<file path="config.mk">
export PLATFORM = sky130hd
export DESIGN_NAME = ffpa_ram
export DESIGN_NICKNAME = d
export VERILOG_FILES = /design/src/hw/rtl/ffpa_ram.sv
export SDC_FILE = /design/constraint.sdc
export NUM_CORES = 1
export LEC_CHECK = 0
export ABC_AREA = 1
export BUFFER_PORTS_ARGS = -buffer_cell sky130_fd_sc_hd__buf_2
export CELL_PAD_IN_SITES_DETAIL_PLACEMENT = 0
export CELL_PAD_IN_SITES_GLOBAL_PLACEMENT = 1
export CORE_ASPECT_RATIO = 0.9
export CORE_UTILIZATION = 55
export CTS_BUF_LIST = sky130_fd_sc_hd__clkbuf_8
export DETAILED_ROUTE_END_ITERATION = 16
export PLACE_DENSITY = 0.94
export SYNTH_ARGS = -nofsm -noshare
export SYNTH_HDL_FRONTEND = slang
export SYNTH_SLANG_ARGS = --single-unit
</file>
<file path="constraint.sdc">
create_clock -name clock -period 1.95 [get_ports clock]
set_input_delay 0.2925 -clock clock [delete_from_list [all_inputs] [get_ports clock]]
set_output_delay 0.2925 -clock clock [all_outputs]
set_load 0.1 [all_outputs]
</file>
<file path="src/hw/rtl/ffpa_ram.sv">
`default_nettype none
module ffpa_ram #(
   parameter int unsigned WIDTH = 8,
   parameter int unsigned DEPTH = 16
) (
   input  wire logic                     clock,
   input  wire logic                     wr_en,
   input  wire logic [$clog2(DEPTH)-1:0] wr_addr,
   input  wire logic [WIDTH-1:0]         wr_data,
   input  wire logic [$clog2(DEPTH)-1:0] rd_addr,
   output logic      [WIDTH-1:0]         rd_data
);

   logic [WIDTH-1:0] mem [DEPTH];

   always_ff @(posedge clock) begin
      if (wr_en) begin
         mem[wr_addr] <= wr_data;
      end
      rd_data <= mem[rd_addr];
   end

endmodule
`default_nettype wire

</file>
Word-level counts from Yosys, hierarchy flattened
Memory sizes are Yosys's and may differ from the RTL's. A register that Yosys moved wholly into a read port is not among the register bits.
Index checks and enable logic that the tools add are counted.
{"block": "totals", "input_bits": 18, "ramBits": 128, "reg_bits": 0, "mem_count": 1, "wordCells": 3, "output_inout_bits": 8}
{"memory": "mem", "words": 16, "width": 8, "read_ports": 1, "rd_ports_with_merged_regs": 1, "wr": 1, "line": "14", "text": "logic [WIDTH-1:0] mem [DEPTH];"}
{"block": "op_classes", "n_mux": 2}
{"op": "$mux W1", "count": 2}

Depth between registers and ports, before layout
Gate-level depths: netlist of the first run.
{"block": "depth", "ltp_word": 2, "ltp_mapped": 8, "mapped_depth_nobuf": 7}

Worst setup path before layout of the first run
No wires, ideal clock.
{"block": "synth_path", "path_kind": "in2reg", "from": "input wr_addr[2]", "to": "memory mem[10][0] (enable)", "path_stages": 2, "setup_slack_ns": 0.707, "t_required_ns": 1.580, "t_arrival_ns": 0.873, "path_buffers": 0, "setup_time_ns": 0.370, "path_cell_list": "nand3b_1 nor2_1"}
{"item": "start, declared", "line": "8", "text": "input wire logic [$clog2(DEPTH)-1:0] wr_addr,"}
{"item": "end, declared", "line": "14"}
Straight into the memory's write port.

Worst setup path in the final report of the first run
{"block": "layout_path", "from": "register rd_data[7] (read register of mem)", "to": "output rd_data[7]"}
{"item": "start, declared", "line": "11", "text": "output logic [WIDTH-1:0] rd_data"}
No word-level cell between the ends.

==> results of run 1 <==
==> registers in the layout, indices dropped and copies added (netlist names) <==
register  count
mem         128
rd_data       8
==> worst max path at each step <==
stage | from | to | slack, ps
final | rd_data[7] | rd_data[7] | 440
after global placement | rd_addr[0] | rd_data[2] | 300
after floorplan | wr_addr[2] | mem[10][0] | 710
after global routing | rd_data[7] | rd_data[7] | 390
after detailed placement | rd_addr[0] | rd_data[1] | 300
after CTS | rd_data[7] | rd_data[7] | 400
==> through the flow <==
step | total power, mW | instance area, µm² | utilization, %
6_report | 6.02 | 6440 | 63.1
5_1_grt | 6.23 | 6440 | 63.1
3_3_place_gp | 3.87 | 6050 | 59.3
4_1_cts | 6.06 | 6440 | 63.1
2_1_floorplan | 3.71 | 5770 | -
3_5_place_dp | 3.88 | 6050 | 59.3
==> kinds of logic after synthesis <==
| family | after synthesis | synth area share [%] |
|---|---|---|
| AND/OR/NAND/NOR | 289 | 21.0 |
| buffers and inverters | 126 | 9.52 |
| flip-flops | 136 | 69.4 |
==> tightest hold or removal path, delay by kind of cell <==
kind                   cells  cell delay [ps]
buffers and inverters      1              170
AND/OR/NAND/NOR            2              140
==> synth_stat cells <==
master                       n
sky130_fd_sc_hd__buf_1       1
sky130_fd_sc_hd__nor2_1     17
sky130_fd_sc_hd__inv_2       2
sky130_fd_sc_hd__nand3_1    97
sky130_fd_sc_hd__nand3b_1    2
sky130_fd_sc_hd__buf_6       6
sky130_fd_sc_hd__inv_1     100
sky130_fd_sc_hd__buf_4       4
sky130_fd_sc_hd__dfxtp_1     8
sky130_fd_sc_hd__nand2_1   173
sky130_fd_sc_hd__buf_2      13
sky130_fd_sc_hd__edfxtp_1  128
==> power breakdown <==
group	internal [mW]	leakage, nW	switching (mW)
clock network	1.21	0.210	0.995
registers	3.26	1.22	0.0212
logic	0.117	1.40	0.412
total	4.59	2.83	1.43
==> area by class of cell <==
class	instances	area, µm²
sequential	136	4000
fill	788	3760
multi-input combinational	289	1210
inverter	102	383
timing repair buffer	44	293
clock buffer	20	275
tap	129	161
clock inverter	12	110
==> per-layer routing <==
layer  part of all wire, %  GRT usage [%]  vias up
met1                    44           37.5     1798
li1                      -              -     1843
met4                   2.3           9.85        0
met2                    45           36.2      177
met5                     0              0        -
met3                   8.2           6.09       22
==> results, run 1 <==
- The flow ran to the end, and the final reports show no timing, DRC or antenna violations.
- Detailed placement finished with a half-perimeter wire length of 7770 µm.
- The count of buffers added on input and output ports is 25.
- The number of antenna diodes is 0.
- The post-layout worst setup margin is 440 ps.
- The die covers 10900 µm².
- The worst-case hold path end point is rd_data[6].
- Relative to the synthesized area, the layout overhead comes to 11.7%.
- The register bit count reported by yosys is 136.
- Setup repair after global routing left no endpoint under its margin.
- The share of Yosys cell area claimed by the top area cell type is 66.7%.
- The floorplan die width is 110 µm.
- Across the routed clock network, the largest skew measured is 10.6 ps.
- The mean instance size in the synthesized netlist is 10.5 µm².
- The reg-to-reg critical path endpoint is rd_data[1].
- The slowest stage of the critical path is the sky130_fd_sc_hd__buf_2 cell.
- The cell count of the worst hold path is 3.
- The buffer type at the clock tree root is sky130_fd_sc_hd__clkbuf_8.
- At the worst endpoint, the arrival time is 1220 ps.
- The residual overflow from global routing is 0.
- The minimum clock period is 1510 ps.
- The initial antenna violation count is 0.
- The path class of the tightest hold or removal check is input port to flip-flop.
- The total clock sinks is 136.
- The worst max-slew margin expressed relative to the limit is 54.4%.
- The launch point of the worst hold path is rd_addr[3].
- In this run the core area contains 35 standard-cell rows.
- In this run, distinct cell masters in the synthesized netlist total 12.
- The via count of the first global-routing pass is 3601.
- The worst register-to-register path has a depth of 6.
- STA classifies the critical path endpoint as an output port.
- Summing the sequential cell areas from Yosys gives 69.4% of the chip area.
- In this run the number of cells on the critical path is 1.
- The worst IR drop on VDD is 0.490 mV.
- The critical path's top delay family is buffers and inverters.
- The signal on the critical path passes through buf_2.
- Entering global routing, the biggest net connects 65 pins.
- The number of buffers inserted by hold repair at cts is 0.
- Setup violations remaining at the end of the flow were counted as 0.
- The total area inside the core boundary comes to 10200 µm².
- In this run the post-CTS setup repair buffer count came out at 0.
- Routability-driven placement finished with a final weighted congestion of 0.807.
- Counting both buffers and inverters, the worst setup path holds a total of 1.
- The data required time at the worst endpoint is 1660 ps.
- No sink is reached through more buffers than the 2 on the longest clock path.
- Synthesis produced 551 cells.
- After detailed placement, the design holds a cell count of 700.
- After detailed routing, the total wire length is 12400 µm.
- The number of vias per cell is 5.25.
- The library cells used most frequently in the layout, excluding fill and tap cells, are sky130_fd_sc_hd__nand2_1, sky130_fd_sc_hd__edfxtp_1, sky130_fd_sc_hd__inv_1, sky130_fd_sc_hd__nand3_1, sky130_fd_sc_hd__buf_2.
- The global-route wire length before repair is 19400 µm.
- STA classifies the critical path startpoint as a flip-flop.
- The first TritonRoute pass finished after 5 iterations.
- The CTS tree is done.
- For this run, the top clock speed supported by timing is 662 MHz.
- The final count of hold timing violations came to 0.
- The synthesized design spends more area on one cell type than any other, namely sky130_fd_sc_hd__edfxtp_1.
- The number of gates resized after CTS was 0.
- The setup check on the worst reg-to-reg path leaves a slack of 890 ps.
- The number of vias after detailed routing is 3840.
- The layout cell share with drive strength beyond 1 is 12.6%.
- The final number of max-transition violations is 0.
- In the final routed layout, each cell accounts on average for 16.9 µm.
- Along the worst path, the maximum fanout reaches 1.
- For this design the static power due to leakage is 2.83 nW.
- The power per unit of standard cell area is 935 nW/µm².
- Global routing consumed, over all layers together, 25.2% of the routing resources.
- The die height is 99.1 µm.
- For the pin with the worst max-slew slack, the measured transition is 684 ps.
- The H-tree depth reported by CTS is 4.
- Hold is met by 218 ps.
- The startpoint of the worst register-to-register path is mem[9][1].
- Ranked by total cell area, the synthesized netlist is headed by sky130_fd_sc_hd__edfxtp_1, sky130_fd_sc_hd__nand2_1, sky130_fd_sc_hd__nand3_1.
- The number of clock buffers inserted by TritonCTS is 17.
- The setup TNS is 0 ps.
- Of the available clock period, the critical path in the final layout requires 77.4%.
- The combined area of all synthesized cells is 5770 µm².
- The number of nets in the layout is 608.
- The most frequent standard cell in the layout excluding fill and tap cells is sky130_fd_sc_hd__nand2_1.
- The number of I/O pins is 26.
- The residual DRC count is 0.
- At the placement stage, the worst setup path has a slack of 301 ps.
- The clock reaches the later pin of the worst-skew pair after 420 ps.
- Counting every net in the synthesized netlist gives 569.
- The number of DRC markers after the initial detailed-route iteration is 350.
- Max-cap violations in this run came to 0.
- The count of nets left with antenna violations once routing finished came out at 0.
- On the worst path, the slowest cell contributes a delay of 440 ps.
- The critical path class is flip-flop to output port.
- During synthesis, Yosys emitted a total of 0 warnings.
- For this configuration, the core starts out at a cell density of 56.5%.
- The clock-pin slew of the registers on the worst-case setup and hold paths is 80 ps.
- The post-route non-filler standard cell count is 732.
Power figures use the tool's default switching activity.
==> run 2, diff against run 1 <==
--- a/config.mk
+++ b/config.mk
@@ -5,7 +5,7 @@
 export SDC_FILE = /design/constraint.sdc
 export NUM_CORES = 1
 export LEC_CHECK = 0
-export ABC_AREA = 1
+export ABC_AREA = 0
 export BUFFER_PORTS_ARGS = -buffer_cell sky130_fd_sc_hd__buf_2
 export CELL_PAD_IN_SITES_DETAIL_PLACEMENT = 0
 export CELL_PAD_IN_SITES_GLOBAL_PLACEMENT = 1
@@ -13,7 +13,7 @@
 export CORE_UTILIZATION = 55
 export CTS_BUF_LIST = sky130_fd_sc_hd__clkbuf_8
 export DETAILED_ROUTE_END_ITERATION = 16
-export PLACE_DENSITY = 0.94
+export PLACE_DENSITY = 0.86
 export SYNTH_ARGS = -nofsm -noshare
 export SYNTH_HDL_FRONTEND = slang
 export SYNTH_SLANG_ARGS = --single-unit
==> constraint.sdc (replaced) <==
create_clock -name clock -period 1.5 [get_ports clock]
set_input_delay 0.225 -clock clock [delete_from_list [all_inputs] [get_ports clock]]
set_output_delay 0.225 -clock clock [all_outputs]
set_load 0.1 [all_outputs]
==> run 2 against run 1 <==
  * Clock power increased by 24%
  * Die area decreased by 11%
  * Via count decreased by 36%
  * Sequential power increased by 30%
  * Clock skew increased by 1.4 ps
  * Total power increased by 26%
  * Cell count decreased by 42%
  * Register-to-register slack got worse by 820 ps
  * Critical endpoint is now rd_data[1]
  * Highest routed layer unchanged
==> results, run 2 <==
- The largest registers in the layout are mem x128, rd_data x8.
- Among all cell types in the netlist, the one instantiated most often is sky130_fd_sc_hd__edfxtp_1.
- The clock network latency to the later pin of the worst-skew pair is 430 ps.
- The floorplan die width is 104 µm.
- The count of input and output buffers is 25.
- The instance count of the mapped netlist is 229.
- The starting density of the core is 56.7%.
- The signal on the critical path passes through buf_2.
- Of the total synthesized cell area, the portion taken by full adders, half adders and majority gates is 0%.
- The delay contributed by the slowest stage of the critical path is 440 ps.
- Leaving out fill and tap cells, the most frequent cell in the layout is sky130_fd_sc_hd__edfxtp_1.
- After synthesis, the share of flip-flops with an asynchronous set or reset is 0%.
- The combined area of all synthesized cells is 5150 µm².
- The initial antenna violation count is 0.
- The data required time at the worst endpoint is 1270 ps.
- Summing the areas of all compound-gate instances in the mapped netlist gives 2.33% of the synthesized area.
- The fraction of synthesized area in multiplexers is 15.0%.
- The endpoint class of the critical path is an output port.
- The Yosys step of the flow raised 0 warnings.
- The setup violation total in the final timing report is 0.
- For the finished layout, the period the worst path requires is 1460 ps.
- In the final timing run, aggregate negative setup slack is 0 ps.
- The number of flip-flops under the largest register name is 128.
- The core footprint is 9080 µm².
- Summed over all cells, the static leakage comes to 2.03 nW.
- mem holds more flip-flops than any other register.
- For the pin with the worst max-slew slack, the measured transition is 733 ps.
- The run finished with clean final reports.
- Yosys attributes the largest share of cell area to sky130_fd_sc_hd__edfxtp_1, sky130_fd_sc_hd__mux4_2, sky130_fd_sc_hd__mux4_1.
- TritonCTS built the clock tree.
- Entering global routing, the biggest net connects 23 pins.
- The first global-routing pass estimated 14700 µm of wire.
- Dividing the detail-routed via count by the number of cells gives 5.80.
- For this run the aggregate overflow at the end of global routing stands at 0.
- Dividing the detail-routed wire length by the instance count gives 22.3 µm.
- Across the VDD grid, the largest voltage drop is 0.866 mV.
- Routability-driven placement finished with a final weighted congestion of 0.755.
- The routed length on met1 is 4150 µm.
- The basic-gate share of the synthesized area counting and, or, nand and nor cells is 3.18%.
- Sequential elements use 77.8% of the synthesized area.
- Across the routed clock network, the largest skew measured is 12.0 ps.
- The min-delay analysis places its worst path in the category input port to flip-flop.
- Clock-pin slew was measured on the worst setup and hold paths at 80 ps.
- The area growth from synthesis to final layout is 15.7%.
- The buffers plus inverters on the worst setup path is 1.
- Buffers added to address setup during post-CTS repair amount to 0.
- The post-route worst hold slack is 175 ps.
- The design draws 7.61 mW.
- The endpoint arrival time on the critical path is 1230 ps.
- The worst pin sits at a relative slew slack of 51.1%.
- The final wirelength is 9490 µm.
- The critical path's top delay family is buffers and inverters.
- Along the worst path, the maximum fanout reaches 1.
- The register bit count reported by yosys is 136.
- The maximum achievable frequency is 687 MHz.
- For this design, the slowest cell found on the critical path is sky130_fd_sc_hd__buf_2.
- The count of nets left with antenna violations once routing finished came out at 0.
- The highest metal layer used by the detailed router is met4.
- The number of vias after detailed routing is 2467.
- Global routing consumed, over all layers together, 21.9% of the routing resources.
- sky130_fd_sc_hd__edfxtp_1 takes more of the synthesized area than any other cell.
- The clock tree synthesis step divided the H-tree into 4 levels.
- The routed design uses 4700 µm of met2 wire.
- The final number of max-transition violations came to 0.
- The full die area is 9750 µm².
- In this run, CTS created clock tree buffers numbering 17.
- In the final design database the tool counted 308 nets.
- The synthesized netlist contains 19 unique library cells.
- The library cells used most frequently in the layout, excluding fill and tap cells, are sky130_fd_sc_hd__edfxtp_1, sky130_fd_sc_hd__buf_4, sky130_fd_sc_hd__buf_2, sky130_fd_sc_hd__mux4_2, sky130_fd_sc_hd__clkbuf_8.
- Setup repair after global routing left no endpoint under its margin.
- The main combinational cell family by area after synthesis is multiplexers.
- Measured along the y axis, the die boundary spans 93.8 µm.
- The net count of the mapped netlist is 247.
- The commonest cells after synthesis are sky130_fd_sc_hd__edfxtp_1, sky130_fd_sc_hd__mux4_2, sky130_fd_sc_hd__a22oi_1.
- The number of DRC markers after the initial detailed-route iteration is 152.
- The final count of hold timing violations is 0.
- The layout cell share with drive strength beyond 1 is 34.3%.
- Summed over all nets, wire length on met3 after detailed routing comes to 571 µm.
- The mean instance size in the synthesized netlist is 22.5 µm².
- Summing the areas of all xor and xnor instances in the mapped netlist gives 0% of the synthesized area.
- The floorplan has 33 rows.
- The number of buffers on the longest clock path is 2.
- The worst setup path is launched from a flip-flop.
- 0 antenna diodes ended up in the layout.
- The critical path class is flip-flop to output port.
- The share of the clock period used by the worst path is 97.1%.
- Max-cap violations in this run came to 0.
- The clock drives 136 sinks.
- The residual DRC count is 0.
- In this run, post-CTS hold repair placed 0 buffers.
- The number of I/O pins is 26.
- The half-perimeter wire length of the detailed placement result is 6290 µm.
- The via count of the first global-routing pass was 2566.
- The buffer type at the clock tree root is sky130_fd_sc_hd__clkbuf_8.
- The pre-antenna-repair detailed-routing pass consisted of 4 iterations.
- The power per unit of standard cell area is 1280 nW/µm².
- Counting flops with a built-in enable in the synthesized netlist gives 128.
- The synthesized design devotes to its leading area cell type 74.7% of total area.
- Among all flip-flop cells after synthesis, the most frequent one is sky130_fd_sc_hd__edfxtp_1.
run 2: what timing repair did:
action,in CTS,in global routing
resized for setup,1,0
setup endpoints to repair,1,0
endpoints found under the hold margin,0,0
run 2: area by class of cell:
cell class                      count  area, µm²
Timing Repair Buffer               52        368
Tap cell                          122        153
Sequential cell                   136       4000
Multi-Input combinational cell     83       1060
Clock inverter                     15        133
Fill cell                         608       3130
Clock buffer                       17        234
run 2: cell families after synthesis:
group                  after synthesis
DFF                                136
muxes                               32
buffers and inverters               10
AOI/OAI and AO/OA                   16
and+or+nand+nor                     35
run 2: final timing paths:
check | end | from | slack, ps | cells after the start
setup / recovery | rd_data[1] | rd_data[1] | 40 | 1
hold / removal | mem[13][1] | wr_data[1] | 180 | 1
setup reg to reg | rd_data[6] | mem[10][6] | 70 | 3
hold reg to reg | rd_data[5] | mem[10][5] | 690 | 3
run 2: per-layer routing:
| metal | up-vias | GRT usage, % |
|---|---|---|
| met4 | 0 | 7.98 |
| met3 | 7 | 5.83 |
| li1 | 1096 | - |
| met2 | 97 | 34.2 |
| met1 | 1267 | 30.2 |
| met5 | - | 0 |
run 2: power by group:
group          switching [mW]  internal (mW)  total, mW
clock                    1.54           1.21       2.75
sequential             0.0280           4.24       4.27
combinational           0.404          0.190      0.594
total                    1.97           5.64       7.61
run 2: per-stage QoR:
stage / cell area, µm² / instances / setup WS [ps] / utilization, %
floorplan: 5150 / 229 / 8.85 / -
global placement: 5580 / 393 / -257 / 61.5
detailed placement: 5580 / 393 / -270 / 61.5
CTS: 5950 / 425 / 19.5 / 65.5
global route: 5950 / 425 / 6.04 / 65.5
finish: 5950 / 425 / 44.0 / 65.5
